File: config.mk
export PLATFORM = sky130hd
export DESIGN_NAME = binary_heap_priority_queue_unit
export DESIGN_NICKNAME = d
export VERILOG_FILES = /design/src/rtl/core/bhpq_pkg.sv /design/src/rtl/core/bhpq_dp.sv /design/src/rtl/core/bhpq_ctrl.sv /design/src/rtl/core/binary_heap_priority_queue_unit.sv
export SDC_FILE = /design/constraint.sdc
export NUM_CORES = 2
export LEC_CHECK = 0
export BUFFER_PORTS_ARGS = -buffer_cell sky130_fd_sc_hd__buf_2
export CORE_MARGIN = 2
export CORE_UTILIZATION = 60
export CTS_CLUSTER_DIAMETER = 50
export DETAILED_ROUTE_END_ITERATION = 12
export PLACE_DENSITY_LB_ADDON = 0.25
export SLEW_MARGIN = 20
export SYNTH_ARGS = -nofsm -noshare
export SYNTH_HDL_FRONTEND = slang
export SYNTH_HIERARCHICAL = 1
export SYNTH_SLANG_ARGS = --single-unit
export TNS_END_PERCENT = 10
File: constraint.sdc
create_clock -name clk -period 23 [get_ports clk]
set_input_delay 2.3 -clock clk [delete_from_list [all_inputs] [get_ports clk]]
set_output_delay 2.3 -clock clk [all_outputs]
set_load 0.02 [all_outputs]
File: src/rtl/core/bhpq_pkg.sv
package bhpq_pkg;

  localparam int HEAP_DEPTH     = 64;
  localparam int HEAP_KEY_WIDTH = 32;

  // command codes
  localparam logic [2:0] CMD_PUSH    = 3'd0;
  localparam logic [2:0] CMD_POP     = 3'd1;
  localparam logic [2:0] CMD_UPDATE  = 3'd2;
  localparam logic [2:0] CMD_APPEND  = 3'd3;
  localparam logic [2:0] CMD_HEAPIFY = 3'd4;

  // status codes
  localparam logic [1:0] ST_OK    = 2'd0;
  localparam logic [1:0] ST_EMPTY = 2'd1;
  localparam logic [1:0] ST_FULL  = 2'd2;
  localparam logic [1:0] ST_RANGE = 2'd3;

  // register indexes
  localparam int REG_ORDER_MODE = 0;

  typedef struct packed {
    logic [2:0]  command;
    logic [31:0] key_in;
    logic [5:0]  entry_index;
  } in_word_t;

  typedef struct packed {
    logic [31:0] key_out;
    logic [1:0]  status;
    logic [6:0]  count_out;
    logic [31:0] top_key;
  } out_word_t;

  typedef enum logic [4:0] {
    DP_IDLE,
    DP_LOAD,
    DP_FAIL,
    DP_APPEND,
    DP_PUSH,
    DP_POP,
    DP_POP_KEY,
    DP_UPD,
    DP_HF,
    DP_HF_LOAD,
    DP_HF_KEY,
    DP_HF_NEXT,
    DP_SD_READ,
    DP_SD_CMP,
    DP_SU_READ,
    DP_SU_CMP,
    DP_DONE
  } dp_op_t;

  typedef struct packed {
    dp_op_t     op;
    logic [1:0] status;
  } dp_cmd_t;

  typedef struct packed {
    logic [2:0] cmd_code;
    logic       count_zero;
    logic       full;
    logic       idx_bad;
    logic       lt2;
    logic       last_zero;
    logic       left_ge;
    logic       go_down;
    logic       pos_zero;
    logic       go_up;
    logic       moved;
    logic       hi_zero;
  } dp_flags_t;

endpackage

File: src/rtl/core/bhpq_dp.sv
module bhpq_dp
  import bhpq_pkg::*;
#(
  parameter int DEPTH     = HEAP_DEPTH,
  parameter int KEY_WIDTH = HEAP_KEY_WIDTH
) (
  input  logic      clk,
  input  logic      rst,
  input  logic      order_mode,
  input  in_word_t  in_data,
  input  dp_cmd_t   cmd,
  output dp_flags_t flags,
  output out_word_t out_data
);

  localparam int AW = $clog2(DEPTH);
  localparam int CW = $clog2(DEPTH + 1);
  localparam int XW = CW + 1;

  typedef logic [KEY_WIDTH-1:0] key_t;

  key_t          mem [DEPTH];
  key_t          rd_a;
  key_t          rd_b;
  key_t          root;

  logic [2:0]    cmd_code;
  key_t          key;
  logic [5:0]    idx_in;
  logic [AW-1:0] pos;
  logic [CW-1:0] lim;
  logic [CW-1:0] count;
  logic [AW-1:0] hi;
  logic          moved;
  key_t          res_key;
  logic [1:0]    res_status;

  logic [CW-1:0] last;
  logic [XW-1:0] left;
  logic [XW-1:0] right;
  logic          left_ge;
  logic          right_lt;
  logic          pick_right;
  key_t          ckey;
  logic [AW-1:0] cidx;
  logic [AW-1:0] parent;
  logic          go_down;
  logic          go_up;
  logic          pos_zero;

  logic          wr_en;
  logic [AW-1:0] wr_addr;
  key_t          wr_data;
  logic          rd_en;
  logic [AW-1:0] rd_addr_a;
  logic [AW-1:0] rd_addr_b;

  // true if a must sit strictly above b
  function automatic logic ahead(input logic mode, input key_t a, input key_t b);
    ahead = mode ? (a > b) : (a < b);
  endfunction

  assign last       = count - CW'(1);
  assign left       = XW'({pos, 1'b1});
  assign right      = left + XW'(1);
  assign left_ge    = left >= XW'(lim);
  assign right_lt   = right < XW'(lim);
  assign pick_right = right_lt && ahead(order_mode, rd_b, rd_a);
  assign ckey       = pick_right ? rd_b : rd_a;
  assign cidx       = pick_right ? right[AW-1:0] : left[AW-1:0];
  assign parent     = AW'((pos - AW'(1)) >> 1);
  assign go_down    = ahead(order_mode, ckey, key);
  assign go_up      = ahead(order_mode, key, rd_a);
  assign pos_zero   = (pos == '0);

  assign flags.cmd_code   = cmd_code;
  assign flags.count_zero = (count == '0);
  assign flags.full       = (count == CW'(DEPTH));
  assign flags.idx_bad    = (32'(idx_in) >= 32'(count));
  assign flags.lt2        = (count < CW'(2));
  assign flags.last_zero  = (count == CW'(1));
  assign flags.left_ge    = left_ge;
  assign flags.go_down    = go_down;
  assign flags.pos_zero   = pos_zero;
  assign flags.go_up      = go_up;
  assign flags.moved      = moved;
  assign flags.hi_zero    = (hi == '0);

  // memory port selection
  always_comb begin
    wr_en     = 1'b0;
    wr_addr   = pos;
    wr_data   = key;
    rd_en     = 1'b0;
    rd_addr_a = pos;
    rd_addr_b = pos;
    case (cmd.op)
      DP_APPEND: begin
        wr_en   = 1'b1;
        wr_addr = count[AW-1:0];
      end
      DP_POP: begin
        rd_en     = 1'b1;
        rd_addr_a = last[AW-1:0];
      end
      DP_HF_LOAD: begin
        rd_en     = 1'b1;
        rd_addr_a = hi;
      end
      DP_SD_READ: begin
        if (left_ge) begin
          wr_en = 1'b1;
        end else begin
          rd_en     = 1'b1;
          rd_addr_a = left[AW-1:0];
          rd_addr_b = right_lt ? right[AW-1:0] : left[AW-1:0];
        end
      end
      DP_SD_CMP: begin
        wr_en = 1'b1;
        if (go_down) begin
          wr_data = ckey;
        end
      end
      DP_SU_READ: begin
        if (pos_zero) begin
          wr_en = 1'b1;
        end else begin
          rd_en     = 1'b1;
          rd_addr_a = parent;
        end
      end
      DP_SU_CMP: begin
        wr_en = 1'b1;
        if (go_up) begin
          wr_data = rd_a;
        end
      end
      default: begin
      end
    endcase
  end

  always_ff @(posedge clk) begin
    if (wr_en) begin
      mem[wr_addr] <= wr_data;
    end
    if (rd_en) begin
      rd_a <= mem[rd_addr_a];
      rd_b <= mem[rd_addr_b];
    end
  end

  // shadow copy of the root entry
  always_ff @(posedge clk) begin
    if (wr_en && wr_addr == '0) begin
      root <= wr_data;
    end
  end

  always_ff @(posedge clk) begin
    if (rst) begin
      count <= '0;
    end else begin
      case (cmd.op)
        DP_APPEND, DP_PUSH: count <= count + CW'(1);
        DP_POP:             count <= last;
        default: begin
        end
      endcase
    end
  end

  always_ff @(posedge clk) begin
    case (cmd.op)
      DP_LOAD: begin
        cmd_code   <= in_data.command;
        key        <= KEY_WIDTH'(in_data.key_in);
        idx_in     <= in_data.entry_index;
        res_key    <= '0;
        res_status <= ST_OK;
        moved      <= 1'b0;
      end
      DP_FAIL: res_status <= cmd.status;
      DP_APPEND: res_key <= key;
      DP_PUSH: begin
        pos     <= count[AW-1:0];
        res_key <= key;
      end
      DP_POP: begin
        res_key <= root;
        lim     <= last;
        pos     <= '0;
      end
      DP_POP_KEY: key <= rd_a;
      DP_UPD: begin
        pos     <= AW'(idx_in);
        lim     <= count;
        res_key <= key;
      end
      DP_HF: begin
        lim <= count;
        hi  <= AW'(count >> 1) - AW'(1);
      end
      DP_HF_LOAD: pos <= hi;
      DP_HF_KEY: key <= rd_a;
      DP_HF_NEXT: hi <= hi - AW'(1);
      DP_SD_CMP: begin
        if (go_down) begin
          pos   <= cidx;
          moved <= 1'b1;
        end
      end
      DP_SU_CMP: begin
        if (go_up) begin
          pos <= parent;
        end
      end
      DP_DONE: begin
        out_data.key_out   <= 32'(res_key);
        out_data.status    <= res_status;
        out_data.count_out <= 7'(count);
        out_data.top_key   <= (count != '0) ? 32'(root) : 32'd0;
      end
      default: begin
      end
    endcase
  end

endmodule

File: src/rtl/core/bhpq_ctrl.sv
module bhpq_ctrl
  import bhpq_pkg::*;
(
  input  logic      clk,
  input  logic      rst,
  input  logic      in_valid,
  output logic      in_ready,
  output logic      out_valid,
  input  logic      out_ready,
  input  dp_flags_t flags,
  output dp_cmd_t   cmd
);

  typedef enum logic [3:0] {
    S_IDLE,
    S_CHECK,
    S_POP_KEY,
    S_HF_LOAD,
    S_HF_KEY,
    S_HF_NEXT,
    S_SD_READ,
    S_SD_CMP,
    S_SU_READ,
    S_SU_CMP,
    S_FINISH
  } state_t;

  state_t state;
  state_t state_next;
  logic   out_valid_next;
  state_t sd_exit;

  assign in_ready = (state == S_IDLE);

  // where to go once sift-down settles
  always_comb begin
    if (flags.cmd_code == CMD_UPDATE && !flags.moved) begin
      sd_exit = S_SU_READ;
    end else if (flags.cmd_code == CMD_HEAPIFY && !flags.hi_zero) begin
      sd_exit = S_HF_NEXT;
    end else begin
      sd_exit = S_FINISH;
    end
  end

  always_comb begin
    state_next     = state;
    out_valid_next = out_valid && !out_ready;
    cmd.op         = DP_IDLE;
    cmd.status     = ST_OK;
    case (state)
      S_IDLE: begin
        if (in_valid) begin
          cmd.op     = DP_LOAD;
          state_next = S_CHECK;
        end
      end
      S_CHECK: begin
        case (flags.cmd_code)
          CMD_PUSH: begin
            if (flags.full) begin
              cmd.op     = DP_FAIL;
              cmd.status = ST_FULL;
              state_next = S_FINISH;
            end else begin
              cmd.op     = DP_PUSH;
              state_next = S_SU_READ;
            end
          end
          CMD_APPEND: begin
            if (flags.full) begin
              cmd.op     = DP_FAIL;
              cmd.status = ST_FULL;
            end else begin
              cmd.op = DP_APPEND;
            end
            state_next = S_FINISH;
          end
          CMD_POP: begin
            if (flags.count_zero) begin
              cmd.op     = DP_FAIL;
              cmd.status = ST_EMPTY;
              state_next = S_FINISH;
            end else begin
              cmd.op     = DP_POP;
              state_next = flags.last_zero ? S_FINISH : S_POP_KEY;
            end
          end
          CMD_UPDATE: begin
            if (flags.idx_bad) begin
              cmd.op     = DP_FAIL;
              cmd.status = ST_RANGE;
              state_next = S_FINISH;
            end else begin
              cmd.op     = DP_UPD;
              state_next = S_SD_READ;
            end
          end
          CMD_HEAPIFY: begin
            if (flags.lt2) begin
              state_next = S_FINISH;
            end else begin
              cmd.op     = DP_HF;
              state_next = S_HF_LOAD;
            end
          end
          default: state_next = S_FINISH;
        endcase
      end
      S_POP_KEY: begin
        cmd.op     = DP_POP_KEY;
        state_next = S_SD_READ;
      end
      S_HF_LOAD: begin
        cmd.op     = DP_HF_LOAD;
        state_next = S_HF_KEY;
      end
      S_HF_KEY: begin
        cmd.op     = DP_HF_KEY;
        state_next = S_SD_READ;
      end
      S_HF_NEXT: begin
        cmd.op     = DP_HF_NEXT;
        state_next = S_HF_LOAD;
      end
      S_SD_READ: begin
        cmd.op     = DP_SD_READ;
        state_next = flags.left_ge ? sd_exit : S_SD_CMP;
      end
      S_SD_CMP: begin
        cmd.op     = DP_SD_CMP;
        state_next = flags.go_down ? S_SD_READ : sd_exit;
      end
      S_SU_READ: begin
        cmd.op     = DP_SU_READ;
        state_next = flags.pos_zero ? S_FINISH : S_SU_CMP;
      end
      S_SU_CMP: begin
        cmd.op     = DP_SU_CMP;
        state_next = flags.go_up ? S_SU_READ : S_FINISH;
      end
      S_FINISH: begin
        // hold until the output register is free
        if (!out_valid || out_ready) begin
          cmd.op         = DP_DONE;
          out_valid_next = 1'b1;
          state_next     = S_IDLE;
        end
      end
      default: state_next = S_IDLE;
    endcase
  end

  always_ff @(posedge clk) begin
    if (rst) begin
      state     <= S_IDLE;
      out_valid <= 1'b0;
    end else begin
      state     <= state_next;
      out_valid <= out_valid_next;
    end
  end

endmodule

File: src/rtl/core/binary_heap_priority_queue_unit.sv
// Append, rejected and no-op commands pass from accept through a check state to the result; push, pop and
//   update also walk the heap, with a read and then a compare at each level walked.
// Heapify runs one sift-down per parent, from the last parent back to the root.
// One word is in work at a time; the single-write, dual-read key memory sets the pace.
// Reset (synchronous, rst high) empties the heap and sets min order; keys are not cleared.
module binary_heap_priority_queue_unit
  import bhpq_pkg::*;
#(
  parameter int DEPTH     = HEAP_DEPTH,
  parameter int KEY_WIDTH = HEAP_KEY_WIDTH
) (
  input  logic        clk,
  input  logic        rst,
  input  logic        in_valid,
  output logic        in_ready,
  input  in_word_t    in_data,
  output logic        out_valid,
  input  logic        out_ready,
  output out_word_t   out_data,
  input  logic        psel,
  input  logic        penable,
  input  logic        pwrite,
  input  logic [2:0]  paddr,
  input  logic [31:0] pwdata,
  output logic [31:0] prdata,
  output logic        pready
);

  logic      order_mode;
  dp_cmd_t   cmd;
  dp_flags_t flags;
  logic      reg_hit;

  assign pready  = 1'b1;
  assign reg_hit = (32'(paddr[2]) == REG_ORDER_MODE);
  assign prdata  = reg_hit ? {31'd0, order_mode} : 32'd0;

  always_ff @(posedge clk) begin
    if (rst) begin
      order_mode <= 1'b0;
    end else if (psel && penable && pwrite && pready && reg_hit) begin
      order_mode <= pwdata[0];
    end
  end

  bhpq_ctrl u_ctrl (
    .clk       (clk),
    .rst       (rst),
    .in_valid  (in_valid),
    .in_ready  (in_ready),
    .out_valid (out_valid),
    .out_ready (out_ready),
    .flags     (flags),
    .cmd       (cmd)
  );

  bhpq_dp #(
    .DEPTH     (DEPTH),
    .KEY_WIDTH (KEY_WIDTH)
  ) u_dp (
    .clk        (clk),
    .rst        (rst),
    .order_mode (order_mode),
    .in_data    (in_data),
    .cmd        (cmd),
    .flags      (flags),
    .out_data   (out_data)
  );

endmodule

Word level (Yosys, flattened, before mapping)
Memories as Yosys holds them, arrays and structs flattened. A register that Yosys moved wholly into a read port is not among the register bits.
Cells that the tools add are included.
{ "totals": {"n_memories": 1, "inputBits": 83, "ramBits": 2048, "word_cells": 177, "ff_bits": 213, "out_inout_bits": 108} }
{ "mem_list": {"columns": ["name", "depth", "word_bits", "read_ports", "rd_ports_with_merged_regs", "wr", "line", "source"], "rows": [
  ["u_dp.mem", 64, 32, 2, 2, 1, "bhpq_dp.sv:22", "key_t mem [DEPTH];"]
]} }
{ "op_classes": {"mux": 66, "reduce_logical": 39, "magnitude_cmp": 10, "bitwise_logic": 1, "eq_ne": 36, "n_addsub": 6} }
{ "op_table": {"columns": ["op", "n"], "rows": [
  ["$pmux W32 S2", 2],
  ["$gt A32 B32 Y1", 3],
  ["$lt A32 B32 Y1", 3],
  ["$mux W32", 3],
  ["$pmux W32 S3", 1],
  ["$pmux W5 S11", 1],
  ["$mux W6", 9],
  ["$mux W4", 11],
  ["$eq A5 B4 Y1 const B", 8],
  ["$pmux W4 S10", 1],
  ["$pmux W6 S6", 1],
  ["$pmux W7 S2", 2],
  ["$pmux W5 S5", 1],
  ["$pmux W6 S4", 1],
  ["$eq A5 B3 Y1 const B", 4],
  ["$logic_not A6 Y1", 3],
  ["$sub A6 B1 Y6 const B", 3],
  ["$eq A4 B3 Y1 const B", 4],
  ["$mux W1", 16],
  ["$pmux W4 S4", 1],
  ["$eq A4 B4 Y1 const B", 3],
  ["$mux W2", 6],
  ["$pmux W6 S2", 1],
  ["$reduce_bool A2 Y1", 6],
  ["39 further kinds", 64]
]} }

Depth between registers and ports, before layout
{ "logic_depth": {"depth_word": 9, "mapped_depth": 31, "ltp_nobuf": 24} }

Cells and area by module
The synthesis kept the hierarchy.
{ "by_module_without_submodules": {"columns": ["module", "seq_area_each_um2", "cells_each", "instances", "area_per_inst_um2"], "rows": [
  ["bhpq_dp", 69566.7, 7677, 1, 110482.2],
  ["bhpq_ctrl", 100.1, 96, 1, 650.6],
  ["binary_heap_priority_queue_unit", 20.0, 40, 1, 309.0]
]} }

Least setup slack after synthesis
Ideal clock, no wire load.
{ "synth_path": {"kind": "input to register", "from": "in in_valid", "to": "reg u_dp.rd_a[3], read port of u_dp.mem, data pin", "t_arrival_ns": 10.035, "stages": 16, "path_buffers": 3, "t_required_ns": 22.725, "setup_slack_ns": 12.690, "path_cell_list": "nand3_1 > a21oi_1 > a31o_2 > buf_2 > nor2b_1 > o21ai_0 > o21a_1 > o21ai_0 > o211ai_1 > nor2b_1 > buf_2 > nand2_1 > clkbuf_1 > o22ai_1 > o31ai_1 > o2111ai_1"} }
{ "synth_rtl": {"columns": ["element", "line", "source"], "rows": [
  ["from (decl)", "binary_heap_priority_queue_unit.sv:14", "input logic in_valid,"],
  ["to (decl)", "bhpq_dp.sv:23", "key_t rd_a;"]
]} }

==> metrics.log <==
[metrics] run status: finished clean
[metrics] root buffer cell: sky130_fd_sc_hd__clkbuf_16
[metrics] standard cell with the maximum stage delay on the critical path: sky130_fd_sc_hd__buf_4
[metrics] die area: 189,200 µm²
[metrics] total number of placement rows: around 160
[metrics] most common library cell in the layout ignoring fill and taps: sky130_fd_sc_hd__edfxtp_1
[metrics] static leakage: roughly 42 nW
[metrics] Inserted Clock Buffers: about 240
[metrics] share of flip-flops with an asynchronous set or reset after synthesis: 0%
[metrics] sum of net half-perimeters after detailed placement: between 200,000 and 250,000 µm
[metrics] synthesized cell area: 111,400 µm²
[metrics] accumulated negative setup slack: 0 ns
[metrics] drt via density: 7.486
[metrics] classification of the worst-slack hold path: reg2reg
[metrics] critical path fanouts, max: 117
[metrics] total core area: 185,000 µm²
[metrics] clock-pin slew reported for the worst setup and hold paths after clock tree synthesis: 0.06 ns
[metrics] layout cell share with drive strength beyond 1: 18.10%
[metrics] number of synthesized flops with an enable pin: 2,312
[metrics] remaining routing DRC violations: 0
[metrics] latest clock arrival within the worst-skew pair: 0.92 ns
[metrics] via count of the first global-routing pass: 75,050
[metrics] data arrival time of the critical path: 10.82 ns
[metrics] list of cells traversed by the critical path: inv_1 > ha_1 > nand2_1 > inv_1 > and2_1 > a211oi_1 > o21ai_0 > o21ai_0 > buf_4 > and3b_1 > nand2_1 > or3_1 > o31ai_4 > buf_4 > buf_4 > buf_4 > buf_12 > buf_4 > mux4_2 > a2111oi_0 > nand4_1 > or3_1
[metrics] mean area per synthesized cell: 14.26 µm²
[metrics] buffers added on ports: 125
[metrics] Final Hold Vio Count: 0
[metrics] overall power consumption: 0.02185 W
[metrics] Unique masters post-synth: 96
[metrics] final critical path time including I/O delays and setup: 10.18 ns
[metrics] Util after Layout: 66.25%
[metrics] power per standard cell area: 178.2 nW/µm²
[metrics] most repeated library cell on the critical path: sky130_fd_sc_hd__buf_4
[metrics] number of maximum-capacitance violations: 0
[metrics] Gate Count Post-Synth: 7,813
[metrics] Crit path required time: ~24 ns
[metrics] critical path start-end classification: reg2reg
[metrics] initial core utilization: about 60%
[metrics] number of antenna violations at the first check in global routing: 22
[metrics] height of the die: 435.0 µm
[metrics] total of cells resized after clock tree synthesis: 0
[metrics] Max Fclk: 98.26 MHz
[metrics] transition time at the pin with the least slew margin: between 1 and 1.5 ns
[metrics] TritonCTS clock tree: built
[metrics] setup skew after layout: 0.07143 ns
[metrics] max-slew headroom at the worst pin: 12.46%
[metrics] maximum VDD drop: 0.2259 mV
[metrics] CTS Hold Bufs: 0
[metrics] sequential area share after synthesis: 62.53%
[metrics] NumNets Final: 8,028
[metrics] GRT Overall Usage: between 40% and 50%
[metrics] drt initial violations: 14,530
[metrics] pin count of the biggest net entering global routing: 134
[metrics] placed cell area: 114,700 µm²
[metrics] gpl congestion: 0.9650
[metrics] final max-slew violation count: 0
[metrics] final setup fails: 0
[metrics] Die Width: roughly 430 µm
[metrics] synthesis-to-finish area growth: 10.01%
[metrics] Bufs on Longest Clock Path: 3
[metrics] grt ovf: 0
[metrics] io pins: 191
[metrics] launching element type of the critical path: register
[metrics] total number of H-tree levels: 4
[metrics] setup repair after global routing missed its margin: no
[metrics] count of warnings emitted by yosys: 6
[metrics] global-route wire length before repair: approximately 550,000 µm
[metrics] setup fix buffers added after clock tree synthesis: 0
[metrics] number of clock sinks seen by CTS: 2,325
[metrics] Primary FF master, synth: sky130_fd_sc_hd__edfxtp_1
[metrics] largest stage delay on the critical path: 0.81 ns
[metrics] WP buf/inv: 8
[metrics] detailed-route wire length per cell: between 30 and 40 µm
[metrics] via total after detailed routing: 78,680
[metrics] final clock period utilization by the worst path: 44.25%
[metrics] Antenna Nets Post-Route: 0
[metrics] type of element capturing the critical path: register
[metrics] top library cells by usage in the layout, fill and taps aside: 2,312 x sky130_fd_sc_hd__edfxtp_1, 1,379 x sky130_fd_sc_hd__nand2_1, 603 x sky130_fd_sc_hd__mux4_2, 470 x sky130_fd_sc_hd__nand3_1, 296 x sky130_fd_sc_hd__mux2i_1
[metrics] Detailed Route WL: 392,300 µm
[metrics] Largest delay share family, worst path: buffers and inverters
[metrics] Finished Cell Area: roughly 120,000 µm²
[metrics] number of register bits inferred by synthesis: roughly 2,300
[metrics] Initial DRT Pass Iterations: 9
per-stage QoR:
stage	hold slack, ns	setup WS, ns	cells
floorplan	0.4003	12.69	7843
global placement	0.4014	12.88	10060
detailed placement	0.4045	12.84	10060
CTS	0.4090	12.97	10500
global route	0.4150	12.08	10500
finish	0.4164	12.82	10510
flip-flops by register name (all words and copies together) (netlist names):
register / flops
u_ctrl/state: 4
u_dp/hi: 6
u_dp/pos: 6
u_dp/rd_b: 32
u_ctrl/out_valid: 1
order_mode: 1
u_dp/out_data: 73
u_dp/cmd_code: 3
u_dp/root: 32
u_dp/lim: 7
u_dp/res_key: 32
u_dp/moved: 1
u_dp/res_status: 2
u_dp/count: 7
u_dp/key: 32
u_dp/mem: 2048
u_dp/idx_in: 6
u_dp/rd_a: 32
cell type report:
| cell class | instances | area, µm² |
|---|---|---|
| Antenna cell | 10 | 25.02 |
| Clock buffer | 294 | 6248 |
| Clock inverter | 146 | 1295 |
| Fill cell | 12600 | 62440 |
| Inverter | 101 | 380.4 |
| Multi-Input combinational cell | 4817 | 39420 |
| Sequential cell | 2325 | 69690 |
| Tap cell | 2480 | 3103 |
| Timing Repair Buffer | 337 | 2440 |
synthesized netlist by cell type, drive strengths merged (8+ instances only):
cell type | count | area [µm²]
nand3 | 472 | 2367
and3 | 119 | 744.5
clkbuf | 233 | 874.6
a22o | 205 | 1795
a211oi | 93 | 698.2
a22oi | 39 | 292.8
o2111ai | 42 | 367.9
xnor2 | 29 | 254.0
mux4 | 603 | 13580
a221oi | 15 | 131.4
nor3 | 40 | 226.5
ha | 126 | 1577
or3 | 19 | 118.9
buf | 367 | 2258
o21a | 10 | 75.07
o31ai | 53 | 402.9
a221o | 38 | 380.4
nand4 | 89 | 556.8
and2 | 72 | 450.4
a31oi | 55 | 350.3
nand2 | 1386 | 5202
nand2b | 12 | 75.07
o22ai | 114 | 713.2
nor2 | 176 | 668.1
a21oi | 210 | 1055
a21o | 35 | 262.8
a311oi | 39 | 354.1
nor4 | 22 | 156.4
or4 | 13 | 97.59
nor2b | 30 | 187.7
o211ai | 14 | 105.1
edfxtp | 2312 | 69430
inv | 97 | 364.1
and4 | 8 | 70.07
mux2i | 297 | 2973
dfxtp | 13 | 260.3
a2111oi | 14 | 132.6
nand4b | 8 | 70.07
o21ai | 212 | 1065
cell families after synthesis:
| group | after synthesis | synth area share, % |
|---|---|---|
| buffers and inverters | 701 | 3.153 |
| adder cells (fa/ha/maj) | 126 | 1.415 |
| AO/OA/AOI/OAI | 1231 | 7.696 |
| multiplexers | 904 | 14.89 |
| AND/OR/NAND/NOR | 2490 | 10.04 |
| XOR/XNOR | 34 | 0.2672 |
| flip-flops | 2325 | 62.53 |
| other | 2 | 0.006739 |
worst paths after layout:
check | startpoint | to | slack [ns] | cells past startpoint
worst max-delay path | u_dp/count[1]$_SDFFE_PP0P_ | u_dp/rd_b[22]$_DFFE_PP_ | 12.82 | 22
worst min-delay path | u_dp/res_key[27]$_DFFE_PP_ | u_dp/out_data[68]$_DFFE_PN_ | 0.42 | 0
worst max register to register | u_dp/count[1]$_SDFFE_PP0P_ | u_dp/rd_b[22]$_DFFE_PP_ | 12.82 | 22
worst min register to register | u_dp/res_key[27]$_DFFE_PP_ | u_dp/out_data[68]$_DFFE_PN_ | 0.42 | 0
worst reg2reg max path, cell delays in order, from the launching register on:
cell and delay (ns):
sky130_fd_sc_hd__dfxtp_1 0.64, sky130_fd_sc_hd__inv_1 0.31, sky130_fd_sc_hd__ha_1 0.28, sky130_fd_sc_hd__nand2_1 0.68, sky130_fd_sc_hd__inv_1 0.18, sky130_fd_sc_hd__and2_1 0.23, sky130_fd_sc_hd__a211oi_1 0.29, sky130_fd_sc_hd__o21ai_0 0.13
sky130_fd_sc_hd__o21ai_0 0.18, sky130_fd_sc_hd__buf_4 0.24, sky130_fd_sc_hd__and3b_1 0.26, sky130_fd_sc_hd__nand2_1 0.24, sky130_fd_sc_hd__or3_1 0.72, sky130_fd_sc_hd__o31ai_4 0.29, sky130_fd_sc_hd__buf_4 0.63, sky130_fd_sc_hd__buf_4 0.82
sky130_fd_sc_hd__buf_4 0.81, sky130_fd_sc_hd__buf_12 0.64, sky130_fd_sc_hd__buf_4 0.78, sky130_fd_sc_hd__mux4_2 0.66, sky130_fd_sc_hd__a2111oi_0 0.44, sky130_fd_sc_hd__nand4_1 0.17, sky130_fd_sc_hd__or3_1 0.34
layer usage:
metal  up-vias  wire length (µm)  track usage, %
li1      30790                 -               -
met1     38580            123100           50.53
met2      7387            167600           58.64
met3      1895             68010           17.11
met4        26             33340           27.82
met5         -               200               0
report_power, final:
group / switching (W) / internal, W
logic: 0.00777 / 0.00413
registers: 0.000334 / 0.00583
clock network: 0.00167 / 0.00212
total: 0.00978 / 0.0121
(Power assumes the default switching activity.)
